File: src/design/tmv_pkg.sv
package tmv_pkg;

  localparam int DEFAULT_MAX_SIZE = 64;
  localparam int DATA_W           = 32;
  localparam int INDEX_W          = 6;
  localparam int CFG_W            = 7;
  localparam int RESET_SIZE       = 64;

  typedef enum logic {
    ST_ACCUM,
    ST_DUMP
  } tmv_state_t;

  // Control handed from the sequencer to the row of accumulator cells.
  typedef struct packed {
    logic shift;     // every cell takes its neighbour's value; the tail takes the wrap value
    logic clear;     // every cell returns to zero
    logic dump;      // the ring is being drained: the tail refills with zero
    logic load_out;  // the head cell's value goes to the output register
    logic last_out;  // the value being loaded is the final column
  } tmv_ring_ctl_t;

endpackage

File: src/design/tmv_ctrl.sv
module tmv_ctrl
  import tmv_pkg::*;
#(
  parameter int MAX_SIZE = DEFAULT_MAX_SIZE,
  parameter int SIZE_W   = $clog2(MAX_SIZE + 1),
  parameter int IDX_W    = $clog2(MAX_SIZE)
)
(
  input  logic              clk,
  input  logic              rst,
  input  logic              cfg_fire,
  input  logic [SIZE_W-1:0] size,
  input  logic              in_valid,
  output logic              in_ready,
  input  logic              out_ready,
  output logic              out_valid,
  output tmv_ring_ctl_t     ctl,
  output logic [IDX_W-1:0]  dump_idx
);

  tmv_state_t       state;
  tmv_state_t       state_next;
  logic [IDX_W-1:0] col_cnt;
  logic [IDX_W-1:0] row_cnt;
  logic             prod_valid;
  logic             prod_last;
  logic [IDX_W-1:0] size_top;
  logic             last_col;
  logic             last_row;
  logic             in_fire;
  logic             dump_end;

  assign size_top = IDX_W'(size - SIZE_W'(1));
  assign last_col = (col_cnt == size_top);
  assign last_row = (row_cnt == size_top);
  assign in_fire  = in_valid && in_ready;
  assign dump_end = ctl.load_out && (dump_idx == size_top);

  always_comb begin
    state_next = state;
    case (state)
      ST_ACCUM: begin
        if (prod_valid && prod_last) begin
          state_next = ST_DUMP;
        end
      end
      ST_DUMP: begin
        if (dump_end) begin
          state_next = ST_ACCUM;
        end
      end
      default: state_next = ST_ACCUM;
    endcase
  end

  // Input is held off while the final product of a matrix is still being added,
  // so that the drain starts from a settled ring.
  always_comb begin
    in_ready     = 1'b0;
    ctl.shift    = 1'b0;
    ctl.dump     = 1'b0;
    ctl.load_out = 1'b0;
    ctl.clear    = cfg_fire;
    ctl.last_out = (dump_idx == size_top);
    case (state)
      ST_ACCUM: begin
        in_ready  = !(prod_valid && prod_last);
        ctl.shift = prod_valid;
      end
      ST_DUMP: begin
        ctl.dump     = 1'b1;
        ctl.load_out = !out_valid || out_ready;
        ctl.shift    = ctl.load_out;
      end
      default: begin
        in_ready = 1'b0;
      end
    endcase
  end

  always_ff @(posedge clk) begin
    if (rst || cfg_fire) begin
      state      <= ST_ACCUM;
      col_cnt    <= '0;
      row_cnt    <= '0;
      prod_valid <= 1'b0;
      prod_last  <= 1'b0;
      dump_idx   <= '0;
    end else begin
      state      <= state_next;
      prod_valid <= in_fire;
      prod_last  <= in_fire && last_col && last_row;
      if (in_fire) begin
        col_cnt <= last_col ? '0 : col_cnt + IDX_W'(1);
        if (last_col) begin
          row_cnt <= last_row ? '0 : row_cnt + IDX_W'(1);
        end
      end
      if (ctl.load_out) begin
        dump_idx <= dump_end ? '0 : dump_idx + IDX_W'(1);
      end
    end
  end

  always_ff @(posedge clk) begin
    if (rst) begin
      out_valid <= 1'b0;
    end else if (ctl.load_out) begin
      out_valid <= 1'b1;
    end else if (out_ready) begin
      out_valid <= 1'b0;
    end
  end

endmodule

File: config.mk
export PLATFORM = sky130hd
export DESIGN_NAME = tmv_ctrl
export DESIGN_NICKNAME = d
export VERILOG_FILES = /design/src/design/tmv_pkg.sv /design/src/design/tmv_ctrl.sv
export SDC_FILE = /design/constraint.sdc
export NUM_CORES = 1
export LEC_CHECK = 0
export BUFFER_PORTS_ARGS = -buffer_cell sky130_fd_sc_hd__clkbuf_2
export CORE_MARGIN = 10
export CORE_UTILIZATION = 49
export DETAILED_ROUTE_END_ITERATION = 12
export GPL_TIMING_DRIVEN = 0
export PLACE_DENSITY = 0.85
export REMOVE_ABC_BUFFERS = 1
export SLEW_MARGIN = 10
export SYNTH_ARGS = -nofsm -noshare
export SYNTH_HDL_FRONTEND = slang
export SYNTH_SLANG_ARGS = --single-unit
File: constraint.sdc
create_clock -name clk -period 2.3 [get_ports clk]
set_input_delay 0.345 -clock clk [delete_from_list [all_inputs] [get_ports clk]]
set_output_delay 0.345 -clock clk [all_outputs]
set_load 0.01 [all_outputs]
==> reports/qor.txt, run 1 <==
Placer Congestion = 0.836
Slew Limit Fails = 0
fin crit period = 2.21 ns
outcome = completed
ANT nets after route = 0
Cell Chain, Critical Path = buf_2, inv_1, ha_4, nor3b_4, xor2_2, xnor2_1, nand2_1, nor3_4, buf_2
Initial Utilization = 0.523
Max Fclk = 0.453 GHz
first-pass GRT wire length = 4690 um
Die X-Extent = 71.9 um
CP endpoint kind = output port
H-tree depth = 1
synth warn = 0
fin crit share = 0.961
Synth top area share = 0.334
CTS Hold Bufs = 0
CP max stage cell = nor3b_4
Fillers = 224
CP max stage delay = 0.24 ns
Data required, critical path = 1.96 ns
Ant. Diodes = 0
Pleak = 0.643 nW
placed cell count = 191
WL final = 2850 um
vias in the first global route = 1089
Avg Synthesized Cell Area = 9.17 um^2
Layout Skew = 0.00435 ns
Max Cap Viol = 0
clock-pin slew on the worst setup and hold paths = 0.12 ns
initial antenna violation count = 0
synth cell count leaders = dfxtp_1, xnor2_1, xor2_1, nand2_1, nor2_1
EDFF count, synth = 0
TritonRoute pass-1 iters = 4
Layout area overhead = 15.4%
drt wl/cell = 14.5 um
layout cells sized above 1 = 0.263
Slew HR = 0.489
worst-path fanout max = 5
Total GRT Usage = 0.106
Port Buffers = 23
CTS tree = yes
Net count, final = 184
Synth area leader = dfxtp_1
ys flop type = dfxtp_1
worst slew pin tran = 0.760 ns
DRC errors left = 0
Data arrival, critical path = 1.86 ns
core area = 2520 um^2
Startpoint Class = input pin
post-detail-place hpwl = 2260 um
largest net degree at the start of global routing = 13
Synth Instances = 144
die area = 5170 um^2
DR iter-0 viols = 46
I/O Pins = 25
Power Total = 700 uW
Layout Cells excl Fill = 197
sequential fraction of the synthesis area = 0.334
maximum VDD drop = 338 uV
flops & latches, synth = 22
PwrDens = 460 nW/um^2
clock buffer count from CTS = 3
Synth area leaders = dfxtp_1, xnor2_1, xor2_1
Die Ht = 71.9 um
Crit path buffers/inverters = 3
cell chosen for the clock root = clkbuf_4
Longest Clk Path Bufs = 2
fin util = 0.604
Yosys cell types = 38
top-count cell post-synth = dfxtp_1
GR Overflow Total = 0
Rows = 18
Clk Latency, worst-skew pair = 0.30 ns
final setup vio count = 0
Worst Setup Path Type = input pin to output port
area of the mapped netlist = 1320 um^2
via count = 1092
Async SR Flop Fraction = 0
Clock Sinks = 22
crit-path leading delay family = simple AND/OR/NAND/NOR gates
via/cell ratio = 5.54
cell mode on critical path = buf_2
worst hold path class = input pin to flip-flop
Final Hold Fails = 0
[flip-flops by register name (all words and copies together), names as in the netlist]
| register | count |
|---|---|
| col_cnt | 6 |
| dump_idx | 6 |
| row_cnt | 6 |
| out_valid | 1 |
| prod_last | 1 |
| prod_valid | 1 |
| state | 1 |
[layout make-up]
class                           instances  area (um^2)  share of cell area
Clock buffer                            4         36.3              0.0238
Inverter                                4         15.0             0.00986
Multi-Input combinational cell        112          863               0.567
Sequential cell                        22          440               0.289
Tap cell                               30         37.5              0.0247
Timing Repair Buffer                   25          130              0.0855
[repair_timing]
| item | 4_1_cts | 5_1_grt |
|---|---|---|
| setup endpoints to repair | 1 | 2 |
| pin swaps | 1 | 4 |
| hold endpoints to repair | 0 | 0 |
| resized for setup | 2 | 6 |
| buffers inserted | 0 | 2 |
[cells in the final DEF (no fill, tap or decap), types with 2 or more instances in the layout]
cell type / n
dfxtp_1: 22
clkbuf_2: 21
xnor2_1: 17
xor2_1: 14
nand2_1: 12
nor2_1: 11
nand3_1: 7
nor3_1: 6
inv_1: 4
nand4_1: 4
a221o_1: 4
a21oi_1: 3
and3_1: 3
ha_1: 3
clkbuf_4: 3
nor3_4: 2
nor4_2: 2
or2_2: 2
o21ai_0: 2
buf_2: 2
buf_4: 2
[per-layer routing]
metal  vias to the layer above  GRT usage  part of all wire
li1                        535          -                 -
met1                       530      0.108              0.41
met2                        23      0.195              0.49
met3                         4     0.0463             0.088
met4                         0     0.0237            0.0081
met5                         -          0                 0
[worst paths after layout]
kind	from	end	slack, ns	cells past startpoint
setup / recovery	size[0]	ctl[0]	0.09	9
hold / removal	rst	out_valid$_SDFFE_PP0P_	0.21	2
hold reg to reg	out_valid$_SDFFE_PP0P_	out_valid$_SDFFE_PP0P_	0.51	2
setup reg to reg	row_cnt[3]$_SDFFE_PP0P_	row_cnt[2]$_SDFFE_PP0P_	0.39	6
[logic make-up after synthesis]
| kind of cell | Yosys count | share of synthesized area |
|---|---|---|
| and+or+nand+nor | 61 | 0.266 |
| adders and majority gates | 4 | 0.0379 |
| AOI/OAI and AO/OA | 12 | 0.0711 |
| muxes | 1 | 0.00853 |
| buffers and inverters | 10 | 0.0407 |
| DFF | 22 | 0.334 |
| xor gates and xnor gates | 34 | 0.242 |
[where the power goes]
| part | internal, mW | switching, mW |
|---|---|---|
| Clock | 0.0966 | 0.113 |
| Combinational | 0.0476 | 0.0574 |
| Sequential | 0.383 | 0.00217 |
[worst reg2reg max path: cells and delay by family, from the launching register on]
family	cells	cell delay, ns
compound gates	2	0.48
simple gates	2	0.61
xor+xnor	2	0.27
flops	1	0.46
[through the flow]
stage / setup TNS, ns / cell area (um^2) / hold WS, ns / setup WS (ns)
finish: 0 / 1520 / 0.211 / 0.0908
floorplan: 0 / 1280 / 0.414 / 0.336
global placement: -0.710 / 1430 / 0.484 / -0.131
global route: -0.0579 / 1520 / 0.206 / -0.0297
detailed placement: -1.33 / 1430 / 0.501 / -0.159
CTS: 0 / 1480 / 0.204 / 0.00138
(Power assumes the default switching activity.)
==> run 2: changes to the inputs <==
--- a/config.mk
+++ b/config.mk
@@ -10,7 +10,7 @@
 export CORE_UTILIZATION = 49
 export DETAILED_ROUTE_END_ITERATION = 12
 export GPL_TIMING_DRIVEN = 0
-export PLACE_DENSITY = 0.85
+export PLACE_DENSITY_LB_ADDON = 0.15
 export REMOVE_ABC_BUFFERS = 1
 export SLEW_MARGIN = 10
 export SYNTH_ARGS = -nofsm -noshare
==> run 2 against run 1 <==
Register-to-register slack improved by 0.05 ns. Count of clock-buffer cells in the layout is the same. First-iteration DRC count rose by 20%. Core utilization shrank 0.25 points. Sequential power about the same. Total power grew 1.4%. Setup slack got worse by 0.0097 ns. Sequential cell count unchanged. Maximum frequency down 0.44%. Clock power grew 6%.
==> reports/qor.txt, run 2 (same netlist as run 1, synthesis figures left out) <==
internal power = 527 uW
first-pass GRT wire length = 4690 um
placed cell area = 1430 um^2
fin crit period = 2.22 ns
worst-path fanout max = 5
vias in the first global route = 1048
CTS tree = yes
Slew Limit Fails = 0
switch share = 0.257
Max Cap Viol = 0
Clk Latency, worst-skew pair = 0.31 ns
fin crit share = 0.965
DR WL met2 = 1310 um
Clock Sinks = 22
drt wl/cell = 14.1 um
TritonRoute pass-1 iters = 4
Data arrival, critical path = 1.87 ns
Reg power frac = 0.543
Port Buffers = 23
CP endpoint kind = output port
final setup vio count = 0
combinational share of power = 0.144
commonest non-fill, non-tap cell in the layout = dfxtp_1
commonest cells after routing, fill and taps aside = dfxtp_1, clkbuf_2, xnor2_1
Placer Congestion = 0.780
via count = 1049
setup_tns = 0 ns
Data required, critical path = 1.96 ns
highest routed layer = met4
worst slew pin tran = 0.775 ns
met3 wire len = 165 um
Worst Setup Path Type = input pin to output port
WL final = 2780 um
clock buffer count from CTS = 3
Pleak = 0.639 nW
initial antenna violation count = 0
Switch Pwr = 182 uW
DRC errors left = 0
clock-pin slew on the worst setup and hold paths = 0.13 ns
Net count, final = 184
cell chosen for the clock root = clkbuf_4
PwrDens = 468 nW/um^2
CP max stage cell = nor3b_4
H-tree depth = 1
Power Total = 710 uW
CTS Hold Bufs = 0
GR Overflow Total = 0
CP max stage delay = 0.25 ns
Startpoint Class = input pin
Rows = 18
Cell Chain, Critical Path = buf_2, inv_1, ha_4, nor3b_4, xor2_2, xnor2_1, nand2_1, nor3_2, buf_2
cell mode on critical path = buf_2
fin util = 0.601
Max Fclk = 0.451 GHz
outcome = completed
Die X-Extent = 71.9 um
Layout Skew = 0.00111 ns
largest net degree at the start of global routing = 13
Layout area overhead = 14.9%
Slew HR = 0.478
clock power share = 0.313
Final Hold Fails = 0
Ant. Diodes = 0
Longest Clk Path Bufs = 2
DRT met1 WL = 1260 um
Initial Utilization = 0.523
I/O Pins = 25
worst hold path class = input pin to flip-flop
hold slack = 0.197 ns
Total GRT Usage = 0.107
ANT nets after route = 0
maximum VDD drop = 345 uV
core area = 2520 um^2
design area = 1520 um^2
DR iter-0 viols = 55
layout cells sized above 1 = 0.263
die area = 5170 um^2
post-detail-place hpwl = 2140 um
Top Registers = col_cnt x6, dump_idx x6, row_cnt x6
via/cell ratio = 5.32
Die Ht = 71.9 um
==> run 2: cell types whose count changed in the layout (fill, tap and decap cells not counted) <==
| cell | before | now |
|---|---|---|
| nor3_2 | 0 | 1 |
| nor3_4 | 2 | 1 |
==> run 2: power groups by stage <==
stage          sequential (mW)  combinational (mW)  clock (mW)
2_1_floorplan            0.393              0.0633           0
3_3_place_gp             0.394              0.0911           0
3_5_place_dp             0.394              0.0927           0
4_1_cts                  0.385              0.0960       0.226
5_1_grt                  0.386               0.113       0.239
6_report                 0.385               0.102       0.222
==> run 2: through the flow <==
| step | instances | setup slack, ns |
|---|---|---|
| 6_report | 197 | 0.0810 |
| 2_1_floorplan | 138 | 0.336 |
| 5_1_grt | 197 | -0.00575 |
| 3_5_place_dp | 191 | -0.217 |
| 4_1_cts | 195 | 0.0593 |
| 3_3_place_gp | 191 | -0.178 |
==> run 2: critical path, delay by kind of cell <==
kind / cells / cell delay [ns]
simple gates: 3 / 0.57
fa+ha+maj: 1 / 0.15
buf+inv: 3 / 0.45
xor+xnor: 2 / 0.35
==> run 2: final timing paths <==
check	from	slack (ns)	end	cells after the start
max	size[0]	0.08	ctl[0]	9
min	rst	0.20	out_valid$_SDFFE_PP0P_	2
max reg2reg	row_cnt[3]$_SDFFE_PP0P_	0.44	row_cnt[2]$_SDFFE_PP0P_	6
min reg2reg	state$_SDFF_PP0_	0.52	out_valid$_SDFFE_PP0P_	2
==> run 2: area by class of cell <==
type | count | area [um^2]
Tap cell | 30 | 37.5
Inverter | 4 | 15.0
Timing Repair Buffer | 25 | 130
Clock buffer | 4 | 36.3
Multi-Input combinational cell | 112 | 857
Fill cell | 229 | 1010
Sequential cell | 22 | 440
==> run 2: metal layers <==
| metal | vias up | global-route usage |
|---|---|---|
| met5 | - | 0 |
| met4 | 0 | 0.0387 |
| met3 | 5 | 0.0354 |
| met2 | 30 | 0.182 |
| met1 | 481 | 0.121 |
| li1 | 533 | - |
==> run 2: repair_timing <==
item | in CTS | in global routing
hold endpoints to repair | 0 | 0
pin swaps | 0 | 3
gates resized for setup | 3 | 4
setup buffers | 0 | 2
endpoints found under the setup margin | 1 | 3
cloned | 0 | 0
