`src/design/tmv_pkg.sv`:
```
package tmv_pkg;

  localparam int DEFAULT_MAX_SIZE = 64;
  localparam int DATA_W           = 32;
  localparam int INDEX_W          = 6;
  localparam int CFG_W            = 7;
  localparam int RESET_SIZE       = 64;

  typedef enum logic {
    ST_ACCUM,
    ST_DUMP
  } tmv_state_t;

  // Control handed from the sequencer to the row of accumulator cells.
  typedef struct packed {
    logic shift;     // every cell takes its neighbour's value; the tail takes the wrap value
    logic clear;     // every cell returns to zero
    logic dump;      // the ring is being drained: the tail refills with zero
    logic load_out;  // the head cell's value goes to the output register
    logic last_out;  // the value being loaded is the final column
  } tmv_ring_ctl_t;

endpackage

```
`src/design/tmv_cell.sv`:
```
module tmv_cell
  import tmv_pkg::*;
(
  input  logic              clk,
  input  logic              rst,
  input  tmv_ring_ctl_t     ctl,
  input  logic              is_tail,
  input  logic [DATA_W-1:0] from_next,
  input  logic [DATA_W-1:0] wrap_in,
  output logic [DATA_W-1:0] acc
);

  logic [DATA_W-1:0] acc_next;

  always_comb begin
    acc_next = acc;
    if (ctl.shift) begin
      acc_next = is_tail ? wrap_in : from_next;
    end
  end

  always_ff @(posedge clk) begin
    if (rst || ctl.clear) begin
      acc <= '0;
    end else begin
      acc <= acc_next;
    end
  end

endmodule

```
`config.mk`:
```
export PLATFORM = sky130hd
export DESIGN_NAME = tmv_cell
export DESIGN_NICKNAME = d
export VERILOG_FILES = /design/src/design/tmv_pkg.sv /design/src/design/tmv_cell.sv
export SDC_FILE = /design/constraint.sdc
export NUM_CORES = 1
export LEC_CHECK = 0
export BUFFER_PORTS_ARGS = -buffer_cell sky130_fd_sc_hd__buf_4
export CORE_MARGIN = 3
export CORE_UTILIZATION = 35
export CTS_BUF_LIST = sky130_fd_sc_hd__clkbuf_8 sky130_fd_sc_hd__clkbuf_16
export DETAILED_ROUTE_END_ITERATION = 6
export PLACE_DENSITY = 0.76
export RECOVER_POWER = 100
export SLEW_MARGIN = 20
export SYNTH_ARGS = -nofsm -noshare
export SYNTH_HDL_FRONTEND = slang
export SYNTH_SLANG_ARGS = --single-unit
export TNS_END_PERCENT = 10
```
`constraint.sdc`:
```
create_clock -name clk -period 0.8 [get_ports clk]
set_input_delay 0.04 -clock clk [delete_from_list [all_inputs] [get_ports clk]]
set_output_delay 0.04 -clock clk [all_outputs]
set_load 0.01 [all_outputs]
```
==> metrics.md, run 1 <==
| Metric | Value |
|---|---|
| I/O pin cnt | around 100 |
| Slew at the pin closest to its max-slew limit | 224.6 ps |
| Number of pins with negative max-slew slack in the final report | 0 |
| Final routed wirelength across all metal layers | 3.694 mm |
| DRT met1 WL | 1.370 mm |
| Maximum count of clock buffers along a single path | 2 |
| GRT overflow | 0 |
| Total global routing track utilization | 15.52% |
| Number of port buffers | 100 |
| Final GP Congestion | roughly 0.73 |
| Cell accounting for the most synthesized area | sky130_fd_sc_hd__dfxtp_1 |
| Critical Setup Path Class | register to output pin |
| Library cell contributing the largest single delay on the critical path | sky130_fd_sc_hd__dfxtp_2 |
| Number of antenna violations at the first check in global routing | 0 |
| Final #Nets | approximately 320 |
| Average detailed-routed wire length per instance | 12.48 µm |
| Maximum number of pins on one net before global-route repair | 34 |
| Root Buffer Master | sky130_fd_sc_hd__clkbuf_8 |
| Cells resized by post-CTS repair | 0 |
| Category of cells accounting for the largest share of critical-path delay | flip-flops |
| Post-synthesis cell area | 1488 µm² |
| Reg-to-reg critical path startpoint | acc[8]$_SDFFE_PP0P_ |
| Antenna Cells | 0 |
| Die Footprint | 5069 µm² |
| Final worst setup slack | 30.55 ps |
| Number of distinct standard cells referenced by the synthesized netlist | 11 |
| Peak fanout along the critical path | 2 |
| Critical hold path startpoint | from_next[0] |
| DRT antenna net count | 0 |
| Number of search-and-repair iterations in the first detailed-routing pass | 3 |
| Sum of met3 wire segment lengths after detailed routing | 271 µm |
| Critical Path RT | 760 ps |
| Top Registers | acc x32 |
| Clock insertion delay at the later pin of the skew report | ~270 ps |
| Detailed-placement wirelength estimate | 2.899 mm |
| Detailed Route Iter0 Violations | 20 |
| Layout Skew | 0 ps |
| Synth Instances | 144 |
| Core Footprint | ~4100 µm² |
| Hold Crit Class | primary input to register |
| Worst Path Arrival | around 730 ps |
| Post-CTS Setup Bufs | 0 |
| Launch point of the critical path | acc[9]$_SDFFE_PP0P_ |
| Endpoint class of the critical path | output pin |
| Final Core Density | 60.72% |
| Chain of cells forming the critical path | buf_4 |
| Pre-CTS setup slack | -89.33 ps |
| Via count of the first global-routing pass | 1,420 |
| Clock tree from TritonCTS | done |
| Setup-violating endpoint count in the final report | 0 |
| Clock Pin Slew Worst Setup and Hold Paths | 60 ps |
| PwrDens | approximately 1600 nW/µm² |
| Delay of the slowest cell on the worst path | around 320 ps |
| P&R area growth vs syn | 65.60% |
| Flip-flop count of the largest register, all copies and words added | 32 |
| Clock sink count | 32 |
| Vias per std cell | 4.662 |
| Reg with most FFs | acc |
| Leakage power | 1.185 nW |
| Synthesized netlist net count | ~220 |
| Layout cells sized above 1 | roughly 59% |
| Number of maximum-capacitance violations | 0 |
| Max frequency | 1300 MHz |
| Share of Yosys cell area claimed by the top area cell type | 43.06% |
| Met2 routed wirelength | 2.016 mm |
| Row Count | 23 |
| Effective utilization at floorplan | 36.66% |
| Highest metal layer with signal wires | met4 |
| Wire length of the first global-routing pass | roughly 6.2 mm |
| Startpoint class of the critical path | register |
| Number of buffers inserted by hold repair at cts | 0 |
| Worst rel slew slack | 84.94% |
| Synthesis-stage register bit count | 32 |
| Final Cycle Share | 96.18% |
| Vertical extent of the die | 71.20 µm |
| Final routed DRC violation total | 0 |
| CTS Buf Count | 5 |
| CTS H-tree depth | 2 |
| Min Tclk post-route | around 770 ps |
| Overall via count from detail_route | 1,380 |
| Largest cells by area after synthesis | sky130_fd_sc_hd__dfxtp_1, sky130_fd_sc_hd__mux2i_1, sky130_fd_sc_hd__a211oi_1, sky130_fd_sc_hd__nor2_1, sky130_fd_sc_hd__buf_12 |
| Sequential area share after synthesis | 43.06% |
| Outcome | completed |
| Number of hold violations in the final report | 0 |
| Avg Inst Size Synth | 10.33 µm² |
| Peak supply drop | 1.183 mV |
| Horizontal die dimension | 71.20 µm |
| CP bufs+invs | 1 |
| Yosys warning total | 0 |
| WHS | 103.6 ps |
stage by stage:
step / cell area (µm²) / total power, mW / instances / TNS [ps]
final: 2464 / 3.967 / 296 / 0
after global routing: 2464 / 4.196 / 296 / -0.7530
after CTS: 2376 / 3.983 / 296 / 0
after detailed placement: 2268 / 2.524 / 288 / -1571
after global placement: 2268 / 2.511 / 288 / -695.8
after floorplan: 1488 / 2.117 / 144 / 0
Yosys cell counts:
cell	count
sky130_fd_sc_hd__mux2i_1	32
sky130_fd_sc_hd__a211oi_1	30
sky130_fd_sc_hd__buf_6	5
sky130_fd_sc_hd__a211oi_2	2
sky130_fd_sc_hd__or2_1	1
sky130_fd_sc_hd__buf_4	1
sky130_fd_sc_hd__buf_2	3
sky130_fd_sc_hd__nor2_1	32
sky130_fd_sc_hd__buf_12	3
sky130_fd_sc_hd__buf_1	3
sky130_fd_sc_hd__dfxtp_1	32
final timing paths:
| path | end | slack [ps] | depth (start not counted) |
|---|---|---|---|
| hold reg to reg | acc[28]$_SDFFE_PP0P_ | 480 | 2 |
| setup reg to reg | acc[8]$_SDFFE_PP0P_ | 100 | 2 |
| setup / recovery | acc[9] | 30 | 1 |
| hold / removal | acc[0]$_SDFFE_PP0P_ | 100 | 3 |
power by group:
group	internal, mW	switching, mW	total, mW	leakage [nW]
Sequential	1.68	0.0419	1.72	0.274
Combinational	0.491	0.306	0.797	0.852
Clock	0.910	0.540	1.45	0.0593
Total	3.08	0.887	3.97	1.18
cell type report:
class	count	area (µm²)
Clock buffer	5	68.82
Clock inverter	3	38.79
Fill cell	366	1594
Multi-Input combinational cell	97	696.9
Sequential cell	32	675.6
Tap cell	50	62.56
Timing Repair Buffer	109	920.9
cell families (layout without fill, tap and decap cells):
logic type / Yosys count / in the layout / share of synthesized area, %
multiplexers: 32 / 32 / 21.53
buffers and inverters: 15 / 117 / 10.09
AO/OA/AOI/OAI: 32 / 32 / 16.82
AND/OR/NAND/NOR: 33 / 33 / 8.495
flip-flops: 32 / 32 / 43.06
worst register-to-register path, delay by kind of cell, from the launching register on:
| kind | cells | cell delay [ps] |
|---|---|---|
| flip-flops | 1 | 330 |
| AND/OR/NAND/NOR | 1 | 40 |
| AO/OA/AOI/OAI | 1 | 240 |
placed cells by master, fill, tap and decap left out:
cell type	n
sky130_fd_sc_hd__a211oi_1	30
sky130_fd_sc_hd__a211oi_2	2
sky130_fd_sc_hd__buf_12	4
sky130_fd_sc_hd__buf_4	91
sky130_fd_sc_hd__buf_6	14
sky130_fd_sc_hd__bufinv_16	1
sky130_fd_sc_hd__clkbuf_8	5
sky130_fd_sc_hd__clkinv_2	1
sky130_fd_sc_hd__dfxtp_1	4
sky130_fd_sc_hd__dfxtp_2	28
sky130_fd_sc_hd__inv_1	1
sky130_fd_sc_hd__mux2i_1	32
sky130_fd_sc_hd__nor2_1	32
sky130_fd_sc_hd__or2_1	1
layer usage:
layer  up-vias  global-route usage [%]
li1        720                       -
met1       612                   16.83
met2        46                   27.55
met3         2                   5.966
met4         0                   5.010
met5         -                       0
(Power assumes the default switching activity.)
==> run 2: changes to the inputs <==
--- a/config.mk
+++ b/config.mk
@@ -6,6 +6,7 @@
 export NUM_CORES = 1
 export LEC_CHECK = 0
 export BUFFER_PORTS_ARGS = -buffer_cell sky130_fd_sc_hd__buf_4
+export CORE_ASPECT_RATIO = 1.5
 export CORE_MARGIN = 3
 export CORE_UTILIZATION = 35
 export CTS_BUF_LIST = sky130_fd_sc_hd__clkbuf_8 sky130_fd_sc_hd__clkbuf_16
==> run 2 against run 1 <==
- power up 0.23%
- register-to-register slack worse by 30 ps
- first-iteration DRC count grew 5.0%
- flip-flop and latch count is the same
- cell count decreased by 2.7%
- worst hold slack worse by 9.4 ps
- utilization is 0.81 points lower
- setup slack worse by 9.7 ps
- highest routed layer unchanged
==> metrics.md, run 2 (same netlist as run 1, synthesis figures left out) <==
| Metric | Value |
|---|---|
| Outcome | completed |
| Final routed wirelength across all metal layers | 3.874 mm (+4.9%) |
| Core Footprint | 4029 µm² (-0.71%) |
| Clock insertion delay at the later pin of the skew report | 270 ps (about the same) |
| CTS Buf Count | 5 (unchanged) |
| Clock sink count | 32 (unchanged) |
| Vias per std cell | 4.906 (+5.2%) |
| Wire length of the first global-routing pass | 5.934 mm (-4.6%) |
| GRT overflow | 0 (unchanged) |
| Flip-flop count of the largest register, all copies and words added | 32 (unchanged) |
| P&R area growth vs syn | 62.24% |
| Number of search-and-repair iterations in the first detailed-routing pass | 4 (+1) |
| Min Tclk post-route | 779.1 ps (+9.676 ps) |
| Peak fanout along the critical path | 2 (unchanged) |
| Unrepaired setup endpoints after global routing | true |
| Category of cells accounting for the largest share of critical-path delay | flip-flops |
| Number of hold violations in the final report | 0 (unchanged) |
| Clock tree from TritonCTS | done |
| Final Cycle Share | 97.39% (+1.2 points) |
| Hold Crit Class | primary input to register |
| Clock Pin Slew Worst Setup and Hold Paths | 60 ps (about the same) |
| Average detailed-routed wire length per instance | 13.45 µm (+7.8%) |
| Number of port buffers | 100 (unchanged) |
| Worst Path Arrival | 740 ps (about the same) |
| Library cell contributing the largest single delay on the critical path | sky130_fd_sc_hd__dfxtp_1 |
| Effective utilization at floorplan | 36.93% (+0.26 points) |
| Delay of the slowest cell on the worst path | 340 ps (+20 ps) |
| Row Count | 28 (+22%) |
| Pre-CTS setup slack | -148.6 ps (-59.30 ps) |
| Final #Nets | 314 (-0.95%) |
| Top Registers | acc x32 |
| Max frequency | 1283 MHz (-1.2%) |
| Die Footprint | 5085 µm² (+0.32%) |
| Overall via count from detail_route | 1,413 (+2.4%) |
| DRT antenna net count | 0 (unchanged) |
| Antenna Cells | 0 (unchanged) |
| CP bufs+invs | 1 (unchanged) |
| Via count of the first global-routing pass | 1,312 (-7.6%) |
| Number of pins with negative max-slew slack in the final report | 0 (unchanged) |
| Maximum count of clock buffers along a single path | 2 (unchanged) |
| Number of buffers inserted by hold repair at cts | 0 (unchanged) |
| Reg with most FFs | acc |
| Peak supply drop | 1.552 mV (+31%) |
| PwrDens | 1647 nW/µm² (+2.3%) |
| CTS H-tree depth | 2 (unchanged) |
| I/O pin cnt | 104 (unchanged) |
| Detailed-placement wirelength estimate | 3.012 mm (+3.9%) |
| Startpoint class of the critical path | register |
| Leakage power | 1.165 nW (-1.7%) |
| Number of maximum-capacitance violations | 0 (unchanged) |
| Root Buffer Master | sky130_fd_sc_hd__clkbuf_8 |
| Layout cells sized above 1 | 57.61% (-1.7 points) |
| Final GP Congestion | 0.7035 (-4.2%) |
| Slew at the pin closest to its max-slew limit | 207.0 ps (-17.58 ps) |
| Number of filler instances in the final layout | 355 (-3.0%) |
| Chain of cells forming the critical path | buf_4 |
| Maximum number of pins on one net before global-route repair | 36 (+5.9%) |
| Vertical extent of the die | 85.85 µm (+21%) |
| WHS | 94.26 ps (-9.374 ps) |
| Final routed DRC violation total | 0 (unchanged) |
| Leading cell type in the layout, fill and taps excluded | sky130_fd_sc_hd__buf_4 |
| Horizontal die dimension | 59.23 µm (-17%) |
| Final worst setup slack | 20.87 ps (-9.676 ps) |
| Critical Path RT | 760 ps (about the same) |
| Endpoint class of the critical path | output pin |
| Post-CTS Setup Bufs | 0 (unchanged) |
| Worst rel slew slack | 85.80% (+0.87 points) |
| Number of antenna violations at the first check in global routing | 0 (unchanged) |
| Highest-count cells in the layout ignoring fill and taps | sky130_fd_sc_hd__buf_4, sky130_fd_sc_hd__mux2i_1, sky130_fd_sc_hd__nor2_1 |
| Total global routing track utilization | 15.37% (-0.15 points) |
| Setup-violating endpoint count in the final report | 0 (unchanged) |
| Critical Setup Path Class | register to output pin |
| Layout Skew | 0 ps (unchanged) |
| Detailed Route Iter0 Violations | 21 (+5.0%) |
run 2: final timing paths:
check | from | to | slack [ps] | cells after the start
setup / recovery | acc[30]$_SDFFE_PP0P_ | acc[30] | 20 | 1
setup reg to reg | acc[11]$_SDFFE_PP0P_ | acc[11]$_SDFFE_PP0P_ | 70 | 2
hold / removal | from_next[28] | acc[28]$_SDFFE_PP0P_ | 90 | 3
hold reg to reg | acc[26]$_SDFFE_PP0P_ | acc[26]$_SDFFE_PP0P_ | 480 | 2
run 2: layer usage:
metal / up-vias / share of wire (%) / GRT usage, % / routed length [µm]
li1: 717 / - / - / -
met1: 639 / 34 / 15.64 / 1299
met2: 50 / 57 / 28.76 / 2225
met3: 7 / 6.9 / 3.765 / 267
met4: 0 / 2.1 / 5.773 / 82
met5: - / 0 / 0 / 0
run 2: power by group:
| part | internal (mW) | switching (mW) | leakage, nW |
|---|---|---|---|
| registers | 1.68 | 0.0398 | 0.272 |
| logic | 0.476 | 0.308 | 0.833 |
| clock network | 0.910 | 0.565 | 0.0593 |
run 2: layout make-up:
cell class                      count  area [µm²]  share of cell area, %
Multi-Input combinational cell     97       696.9                  28.88
Clock buffer                        5       68.82                  2.851
Clock inverter                      3       38.79                  1.607
Timing Repair Buffer              106       880.8                  36.50
Sequential cell                    32       671.9                  27.84
Tap cell                           45       56.30                  2.333
run 2: tightest hold or removal path, cell delays in order:
cell                       delay (ps)
sky130_fd_sc_hd__buf_4            100
sky130_fd_sc_hd__mux2i_1          110
sky130_fd_sc_hd__a211oi_1          80
run 2: timing repair:
| item | in CTS | in global routing |
|---|---|---|
| resized for setup | 1 | 35 |
| endpoints found under the setup margin | 1 | 25 |
| endpoints found under the hold margin | 0 | 0 |
run 2: per-stage QoR:
| step | std cells | total power, mW | TNS (ps) | utilization [%] | area (µm²) |
|---|---|---|---|---|---|
| 2_1_floorplan | 144 | 2.117 | 0 | - | 1488 |
| 3_3_place_gp | 280 | 2.502 | -554.3 | 55.59 | 2240 |
| 3_5_place_dp | 280 | 2.519 | -1370 | 55.59 | 2240 |
| 4_1_cts | 288 | 4.001 | 0 | 58.29 | 2349 |
| 5_1_grt | 288 | 4.171 | -2.714 | 59.91 | 2414 |
| 6_report | 288 | 3.976 | 0 | 59.91 | 2414 |
